**src/hdl/idsb_pkg.sv**
```systemverilog
// shared types and constants for the image downscaler
`default_nettype none

package idsb_pkg;

	localparam int LANES     = 4;
	localparam int CHAN_W    = 8;
	localparam int LANE_W    = 9;
	localparam int DIM_W     = 14;
	localparam int CC_W      = 3;
	localparam int CFG_IDX_W = 3;

	localparam logic [CFG_IDX_W-1:0] REG_SRC_WIDTH  = 3'd0;
	localparam logic [CFG_IDX_W-1:0] REG_SRC_HEIGHT = 3'd1;
	localparam logic [CFG_IDX_W-1:0] REG_TGT_WIDTH  = 3'd2;
	localparam logic [CFG_IDX_W-1:0] REG_TGT_HEIGHT = 3'd3;
	localparam logic [CFG_IDX_W-1:0] REG_CHAN_COUNT = 3'd4;

	typedef logic [LANES-1:0][CHAN_W-1:0] pix_t;
	typedef logic [LANES-1:0][LANE_W-1:0] lane_sum_t;

	// clamped geometry as used by the datapath
	typedef struct packed {
		logic [DIM_W-1:0] sw;
		logic [DIM_W-1:0] sh;
		logic [DIM_W-1:0] tw;
		logic [DIM_W-1:0] th;
		logic [CC_W-1:0]  cc;
		logic             half;
	} geom_t;

	// position status for the pixel in the work stage
	typedef struct packed {
		logic [DIM_W-1:0] col;
		logic             col_odd;
		logic             row_odd;
		logic             row_end;
		logic             frame_end;
		logic             pick;
		logic             pick_last;
	} pos_t;

	typedef struct packed {
		pix_t chan;
		logic last;
	} result_t;

endpackage

`default_nettype wire

```
**src/hdl/idsb_pos.sv**
```systemverilog
// source and target position tracking, nearest pick by error accumulators
`default_nettype none

module idsb_pos (
	input  wire                  clk,
	input  wire                  arst_n,
	input  wire                  restart,
	input  wire                  step,
	input  wire idsb_pkg::geom_t geom,
	output idsb_pkg::pos_t       pos
);

	localparam int W = idsb_pkg::DIM_W;

	logic [W-1:0] src_col_q, src_row_q, tgt_col_q, tgt_row_q;
	// t*sw - c*tw along a row, t*sh - r*th down the frame
	logic [W-1:0] dc_q, dr_q;

	logic row_pick;

	always_comb begin
		row_pick      = (dr_q < geom.th);
		pos.col       = src_col_q;
		pos.col_odd   = src_col_q[0];
		pos.row_odd   = src_row_q[0];
		pos.row_end   = (({1'b0, src_col_q} + 15'd1) >= {1'b0, geom.sw});
		pos.frame_end = pos.row_end && (({1'b0, src_row_q} + 15'd1) >= {1'b0, geom.sh});
		pos.pick      = !geom.half && row_pick && (dc_q < geom.tw);
		pos.pick_last = (({1'b0, tgt_col_q} + 15'd1) == {1'b0, geom.tw}) &&
			(({1'b0, tgt_row_q} + 15'd1) == {1'b0, geom.th});
	end

	always_ff @(posedge clk or negedge arst_n) begin
		if (!arst_n) begin
			src_col_q <= '0;
			src_row_q <= '0;
			tgt_col_q <= '0;
			tgt_row_q <= '0;
			dc_q      <= '0;
			dr_q      <= '0;
		end else if (restart || (step && pos.frame_end)) begin
			src_col_q <= '0;
			src_row_q <= '0;
			tgt_col_q <= '0;
			tgt_row_q <= '0;
			dc_q      <= '0;
			dr_q      <= '0;
		end else if (step) begin
			if (pos.row_end) begin
				src_col_q <= '0;
				tgt_col_q <= '0;
				dc_q      <= '0;
				src_row_q <= src_row_q + W'(1);
				if (!geom.half) begin
					if (row_pick) begin
						tgt_row_q <= tgt_row_q + W'(1);
						dr_q      <= W'({1'b0, dr_q} + {1'b0, geom.sh} - {1'b0, geom.th});
					end else begin
						dr_q <= dr_q - geom.th;
					end
				end
			end else begin
				src_col_q <= src_col_q + W'(1);
				if (pos.pick) begin
					tgt_col_q <= tgt_col_q + W'(1);
					dc_q      <= W'({1'b0, dc_q} + {1'b0, geom.sw} - {1'b0, geom.tw});
				end else if (!geom.half && row_pick) begin
					dc_q <= dc_q - geom.tw;
				end
			end
		end
	end

endmodule

`default_nettype wire

```
**config.mk**
```make
export PLATFORM = sky130hd
export DESIGN_NAME = idsb_pos
export DESIGN_NICKNAME = d
export VERILOG_FILES = /design/src/hdl/idsb_pkg.sv /design/src/hdl/idsb_pos.sv
export SDC_FILE = /design/constraint.sdc
export NUM_CORES = 1
export LEC_CHECK = 0
export CAP_MARGIN = 25
export CORE_UTILIZATION = 66
export DETAILED_ROUTE_END_ITERATION = 7
export DONT_BUFFER_PORTS = 1
export HOLD_SLACK_MARGIN = 0.08
export PLACE_DENSITY = 0.88
export SETUP_SLACK_MARGIN = 0.02
export SLEW_MARGIN = 20
export SYNTH_ARGS = -nofsm -noshare
export SYNTH_HDL_FRONTEND = slang
export SYNTH_SLANG_ARGS = --single-unit
```
**constraint.sdc**
```tcl
create_clock -name clk -period 10.9 [get_ports clk]
set_clock_uncertainty 0.05 [all_clocks]
set_input_delay 2.18 -clock clk [delete_from_list [all_inputs] [get_ports clk]]
set_output_delay 2.18 -clock clk [all_outputs]
set_load 0.05 [all_outputs]
```
* Word level (Yosys, flattened, before mapping)
Index checks and enable logic that the tools add are counted.
W data, S select, Z words.
** Storage, ports and cells
- Flip-flop bits (word level) :: 84
- Bits in latches :: 0
- Memory bits (writable) :: 0
- ROM bits :: 0
- Input bits :: 64
- Output and inout bits :: 20
- Logic and storage cells :: 69
- Memories :: 0
** Cells by class
- Add/subtract/negate cells :: 14
- Multiply operators :: 0
- Div/mod/pow operators :: 0
- Order comparisons :: 4
- Equality and inequality tests :: 3
- Shift-type cells :: 0
- Muxes and demuxes :: 25
- Bitwise logic cells :: 0
- Reduce and logical (&&, ||, !) cells :: 17
** Operators by type and width (number)
- $mux W14 :: 25
- $add A14 B1 Y15 const B :: 4
- $add A14 B1 Y14 const B :: 4
- $sub A14 B14 Y14 :: 4
- $eq A15 B14 Y1 :: 2
- $ge A15 B14 Y1 :: 2
- $add A14 B14 Y14 :: 2
- $lt A14 B14 Y1 :: 2
- $reduce_and A2 Y1 :: 3
- $reduce_bool A2 Y1 :: 3
- $logic_and A1 B1 Y1 :: 5
- $reduce_and A4 Y1 :: 1
- $reduce_bool A4 Y1 :: 1
- $reduce_and A3 Y1 :: 1
- $reduce_bool A3 Y1 :: 1
- $ne A2 B1 Y1 const B :: 1
- $logic_not A1 Y1 :: 1
- $logic_or A1 B1 Y1 :: 1

* Longest topological paths before layout
Gate-level depths: netlist of the first run.
- Depth in word-level cells :: 7
- Mapped depth :: 18
- Mapped depth without buffers :: 15

* Worst setup path before layout of the first run
OpenSTA, ideal clock, no wires.
- Path kind :: input to output
- Start point :: in geom[19] in the netlist's numbering
- End point :: out pos[0] in the netlist's numbering
- Arrival time :: 4547 ps
- Required time :: 8670 ps
- Slack :: 4123 ps
- Cell stages on the path :: 6
- Buffers on the path :: 0
- Path through :: xor2_1 -> nor4_1 -> o2111ai_1 -> nor4_1 -> nand4_1 -> nor4_1
** RTL lines
- start, declared :: RTL line idsb_pos.sv:9 : input wire idsb_pkg::geom_t geom,
- end, declared :: RTL line idsb_pos.sv:10 : output idsb_pkg::pos_t pos

* Worst setup path after layout of the first run
- Start point :: in geom[4] in the netlist's numbering
- End point :: out pos[1] in the netlist's numbering
** Between the ends
- Word-level cells in the longest chain between the ends :: 3
** RTL lines
- $lt A14 B14 Y1 :: RTL line idsb_pos.sv:22 : row_pick = (dr_q < geom.th);
- $logic_and A1 B1 Y1 (2 in series) :: RTL line idsb_pos.sv:28 : pos.pick = !geom.half && row_pick && (dc_q < geom.tw);
Every way passes these cells.

==> results of run 1 <==
[layout make-up]
cell class / instances / area [µm²]
clock buffer: 10 / 229
multi-input combinational: 821 / 6340
timing repair buffer: 9 / 67.6
inverter: 146 / 548
tap: 176 / 220
sequential: 84 / 2100
clock inverter: 6 / 88.8
fill: 991 / 3800
[worst max-delay path, cell delays in order]
cell and delay (ns):
ha_1 0.16, inv_1 0.10, fa_1 0.42, a21o_1 0.19
nand4_1 0.10, and3_1 0.34, o311a_1 0.25, buf_4 0.33
and3_1 0.32, buf_4 0.38
[state kept, by name, indices dropped and copies added (netlist names)]
signal	flops
dr_q	14
src_row_q	14
dc_q	14
tgt_col_q	14
src_col_q	14
tgt_row_q	14
[power breakdown]
group / internal (mW) / total (mW) / switching, mW / leakage (nW)
combinational: 0.218 / 0.502 / 0.284 / 3.42
clock: 0.201 / 0.339 / 0.138 / 0.149
sequential: 0.327 / 0.349 / 0.0222 / 1.16
total: 0.746 / 1.19 / 0.444 / 4.72
[layout by cell type, fill, tap and decap left out, drive strengths merged, types with 28 or more instances in the layout]
cell type,n
inv,146
ha,86
dfrtp,84
xnor2,82
nand2,72
nor2,58
nand3,52
o21ai,47
a21oi,45
xor2,33
and3,33
fa,28
[kinds of logic after synthesis]
| kind of cell | Yosys count |
|---|---|
| AND/OR/NAND/NOR | 321 |
| buffers and inverters | 185 |
| multiplexers | 25 |
| XOR/XNOR | 115 |
| AO/OA/AOI/OAI | 246 |
| flip-flops | 84 |
| adder cells (fa/ha/maj) | 114 |
[final timing paths]
| path | startpoint | to | depth (start not counted) |
|---|---|---|---|
| hold reg to reg | dc_q[0]$_DFFE_PN0P_ | dc_q[0]$_DFFE_PN0P_ | 2 |
| hold / removal | dc_q[0]$_DFFE_PN0P_ | dc_q[0]$_DFFE_PN0P_ | 2 |
| setup reg to reg | src_col_q[0]$_DFFE_PN0P_ | tgt_row_q[9]$_DFFE_PN0P_ | 12 |
| max in group asynchronous | arst_n | tgt_col_q[4]$_DFFE_PN0P_ | 0 |
| min in group asynchronous | arst_n | dr_q[10]$_DFFE_PN0P_ | 0 |
| setup / recovery | geom[4] | pos[1] | 10 |
[metal layers]
| metal | track usage, % | vias up |
|---|---|---|
| met5 | 0 | - |
| met4 | 13.0 | 0 |
| met3 | 6.08 | 60 |
| met2 | 56.0 | 316 |
| met1 | 42.0 | 3936 |
| li1 | - | 3815 |
[stage by stage]
step	total power [mW]	hold WS, ns	utilization (%)
floorplan	0.753	0.400	-
global placement	0.818	0.422	69.3
detailed placement	0.840	0.420	69.3
CTS	1.18	0.435	71.6
global route	1.26	0.468	71.6
finish	1.19	0.439	71.6
==> flow_summary_export.csv, run 1 <==
group,metric,value,unit
pwr,peakVddDrop,106,µV
placement,io_buffers,0,
logic_synthesis,ys.flop_type,"dfrtp_1",
cells_and_area,final_cells,1252,
cells_and_area,layout.nets,1249,
critical_path,crit_fanout,29,
pwr,power.density,124,nW/µm²
logic_synthesis,yosys.area_share.adder,17.8,%
route,viasPerCell,6.49,
critical_path,r2r_setup_slack,5.62,ns
clock_tree,numCtsBuffers,9,
placement,dpl_worst_slack,4.01,ns
global_routing,grt_pass1_vias,7964,
logic_synthesis,netlist_instances,1090,
logic_synthesis,async_reset_ff_share,100,%
timing,tns,0,ns
critical_path,cp.arrival,4.80,ns
route,route.met2.wl,11300,µm
logic_synthesis,ys_top_cells_by_area,"dfrtp_1 (23%), ha_1 (12%), xnor2_1 (7.8%)",
route,drt_iter0_drc,719,
route,vias,8127,
logic_synthesis,synth_top_family_by_area,"compound AO/OA/AOI/OAI gates",
logic_synthesis,ys_seq_elements,84,
worst_hold_path,hold_class,"register to register",
logic_synthesis,synth_edf_count,0,
run,max_cap_violations,0,
route,drc,0,
floorplan,initial_core_util,68.5,%
critical_path,cp.required,8.67,ns
clock_tree,htree_num_levels,3,
logic_synthesis,ys_warn_count,0,
route,top_layer_used,"met4",
pwr,p_leak,4.72,nW
floorplan,io_pins,84,
logic_synthesis,synthMuxAreaShare,2.79,%
clock_tree,clk_pin_slew,0.06,ns
timing,final.period_utilization,64.5,%
placement,dp_hpwl,17300,µm
global_routing,antenna_found_initial,0,
logic_synthesis,synthTopCellsByCount,"inv_1 (146), ha_1 (86), dfrtp_1 (84)",
route,wl_per_cell,18.6,µm
logic_synthesis,synth-simple-area-share,18.2,%
route,antenna_left,0,
floorplan,die_h,120,µm
clock_tree,clock-root-buffer,"clkbuf_16",
global_routing,grtUsageTotal,33.3,%
logic_synthesis,synth_area_per_cell,8.42,µm²
clock_tree,hold_buffers,0,
logic_synthesis,syn_nets,1268,
logic_synthesis,synth-compound-area-share,19.1,%
timing,layout_min_cycle_time,7.03,ns
cells_and_area,synthToLayoutAreaGrowth,4.55,%
logic_synthesis,synth.largest_area_cell,"dfrtp_1",
cells_and_area,antenna_cells,0,
timing,max_slew_margin,28.8,%
floorplan,fp.dieW,120,µm
floorplan,core.rowCount,42,
route,drt_pass1_iterations,7,
timing,finalSetupViolCount,0,
logic_synthesis,synth_top_area_share,22.9,%
cells_and_area,design_area,9600,µm²
clock_tree,tritoncts,"yes",
critical_path,cp-start-kind,"primary input",
cells_and_area,drive_gt1_share,4.93,%
timing,rsz0062_at_grt,"false",
status,status,"completed",
clock_tree,cts_resized,0,
global_routing,grt_overflow,0,
placement,placed_area,9280,µm²
global_routing,grt_pass1_wl,38200,µm
logic_synthesis,yosysSeqAreaShare,22.9,%
clock_tree,cts_num_sinks,84,
logic_synthesis,ys_types,73,
critical_path,crit_type,"primary input to output port",
critical_path,worstSetupEndpointType,"output port",
logic_synthesis,synth.most_common_cell,"inv_1",
floorplan,fp.dieArea,14400,µm²
clock_tree,clk_latency,0.35,ns
floorplan,fp.coreArea,13400,µm²
logic_synthesis,synthXorXnorAreaFrac,11.0,%
timing,timing.final.ws_setup,3.87,ns
route,routed-wl-met3,1500,µm
placement,placed_cells,1236,
timing,tightestPinTransition,1.07,ns
clock_tree,post_cts_buffers,0,
timing,hold_viol,0,
route,m1WireLength,9790,µm
global_routing,grt_max_degree,85,
placement,place_congestion,0.937,
logic_synthesis,synth_area,9180,µm²
route,wirelength,23300,µm
timing,slew_violations,0,
timing,max_freq,142,MHz
clock_tree,cts_max_path_buffers,2,
No activity file was read; power rests on OpenSTA's default activity.
==> inputs of run 2 (changes only) <==
Settings changed: CORE_UTILIZATION 66 to 60, PLACE_DENSITY 0.88 to 0.85.
Clock period 10.9 ns to 5.9 ns, I/O delays scaled along.
==> flow_summary_export.csv, run 2 (synthesis results as in run 1) <==
group,metric,value,unit
status,status,"completed",
route,wirelength,22500,µm
critical_path,cp.required,4.67,ns
timing,layout_min_cycle_time,5.31,ns
cells_and_area,multiInputGateArea,6340,µm²
timing,max_freq,188,MHz
clock_tree,cts_resized,0,
critical_path,r2r_setup_slack,1.17,ns
clock_tree,cts_max_path_buffers,2,
timing,max_slew_margin,44.5,%
critical_path,crit_fanout,8,
clock_tree,post_cts_buffers,0,
clock_tree,hold_buffers,0,
route,drc,0,
route,vias,7937,
run,max_cap_violations,0,
global_routing,grt_pass1_wl,36900,µm
floorplan,initial_core_util,62.2,%
cells_and_area,regArea,2100,µm²
cells_and_area,layout.nets,1252,
route,wl_per_cell,17.8,µm
placement,dp_hpwl,17300,µm
route,antenna_left,0,
placement,placed_cells,1247,
worst_hold_path,hold_class,"register to register",
route,drt_pass1_iterations,7,
placement,dpl_worst_slack,0.992,ns
route,viasPerCell,6.29,
clock_tree,clk_latency,0.35,ns
cells_and_area,final_cell_mix,"inv_1 (146), ha_1 (86), dfrtp_1 (84)",
floorplan,fp.dieArea,15800,µm²
global_routing,grtUsageTotal,29.1,%
critical_path,cp-start-kind,"register",
critical_path,worstSetupEndpointType,"output port",
clock_tree,clk_pin_slew,0.07,ns
timing,slew_violations,0,
global_routing,grt_max_degree,85,
clock_tree,clock-root-buffer,"clkbuf_16",
worst_hold_path,hold_start,"dc_q[0]$_DFFE_PN0P_",
floorplan,io_pins,84,
timing,final.period_utilization,90.0,%
floorplan,fp.coreArea,14800,µm²
pwr,power.density,228,nW/µm²
critical_path,timing.rr.start,"src_row_q[0]$_DFFE_PN0P_",
pwr,p_leak,4.75,nW
timing,rsz0062_at_grt,"false",
pwr,peakVddDrop,167,µV
cells_and_area,utilization,65.3,%
timing,timing.final.ws_setup,0.592,ns
global_routing,grt_pass1_vias,7694,
cells_and_area,drive_gt1_share,5.19,%
critical_path,r2r_cells,15,
worst_hold_path,hold_path_end,"dc_q[0]$_DFFE_PN0P_",
critical_path,r2r-end,"tgt_row_q[11]$_DFFE_PN0P_",
placement,place_congestion,0.860,
floorplan,core.rowCount,44,
route,drt_iter0_drc,622,
clock_tree,numCtsBuffers,9,
cells_and_area,layout_commonest_cell,"inv_1",
timing,tns,0,ns
cells_and_area,nFillCells,1204,
floorplan,fp.dieW,126,µm
timing,hold_viol,0,
floorplan,die_h,126,µm
clock_tree,htree_num_levels,3,
timing,finalSetupViolCount,0,
placement,io_buffers,0,
clock_tree,tritoncts,"yes",
cells_and_area,synthToLayoutAreaGrowth,4.99,%
critical_path,crit_type,"register to output port",
global_routing,grt_overflow,0,
critical_path,cp.arrival,4.08,ns
clock_tree,cts_num_sinks,84,
timing,tightestPinTransition,0.832,ns
global_routing,antenna_found_initial,0,
worst_hold_path,min_path_cells,2,
cells_and_area,antenna_cells,0,
cells_and_area,final_cells,1262,
-- run 2: cell types whose count changed in the layout (fill, tap and decap cells not counted) --
cell	delta
clkinvlp_4	-2
buf_4	+3
clkbuf_1	-1
clkinv_4	+2
clkinv_2	-1
clkbuf_8	+1
-- run 2: how the worst max path moves through the flow --
stage / endpoint / from / cells past startpoint / slack [ns]
after detailed placement: pos[2] / src_row_q[0]$_DFFE_PN0P_ / 13 / 0.99
after CTS: pos[2] / src_row_q[0]$_DFFE_PN0P_ / 13 / 0.59
final: pos[2] / src_row_q[0]$_DFFE_PN0P_ / 13 / 0.59
after global routing: pos[2] / src_row_q[0]$_DFFE_PN0P_ / 13 / 0.26
after floorplan: pos[0] / geom[19] / 6 / 1.12
after global placement: pos[2] / src_row_q[0]$_DFFE_PN0P_ / 13 / 1.03
-- run 2: per-layer routing --
metal  vias to the layer above  routed length [µm]  global-route usage (%)
li1                       3812                   -                       -
met1                      3827                9830                    37.8
met2                       255               10700                    48.3
met3                        43                1380                    4.80
met4                         0                 610                    11.5
met5                         -                   0                       0
-- run 2: report_power, final --
part / total, mW / leakage, nW / internal, mW / switching [mW]
combinational: 0.922 / 3.43 / 0.403 / 0.519
clock: 0.634 / 0.159 / 0.383 / 0.251
sequential: 0.642 / 1.16 / 0.604 / 0.0371
-- run 2: metrics by stage --
stage          total power [mW]  instance area [µm²]  hold slack, ns
2_1_floorplan              1.39                 9180           0.400
5_1_grt                    2.33                 9640           0.461
3_5_place_dp               1.56                 9320           0.450
6_report                   2.20                 9640           0.454
3_3_place_gp               1.52                 9320           0.415
4_1_cts                    2.19                 9640           0.462
-- run 2: cell type report --
type	count	area share (%)
Clock buffer	10	2.48
Clock inverter	5	0.896
Inverter	146	5.68
Multi-Input combinational cell	821	65.8
Sequential cell	84	21.8
Tap cell	184	2.39
Timing Repair Buffer	12	0.934
-- run 2: worst max-delay path, cell delays in order, from the launching register on --
cell,delay [ns]
dfrtp_1,0.76
nand3_1,0.25
nor2_1,0.25
and3_1,0.35
and2_1,0.20
nand3_1,0.09
xor2_1,0.18
inv_1,0.06
ha_1,0.29
and3_1,0.16
nand3_1,0.06
o21ai_0,0.14
a31o_2,0.23
o21a_1,0.69
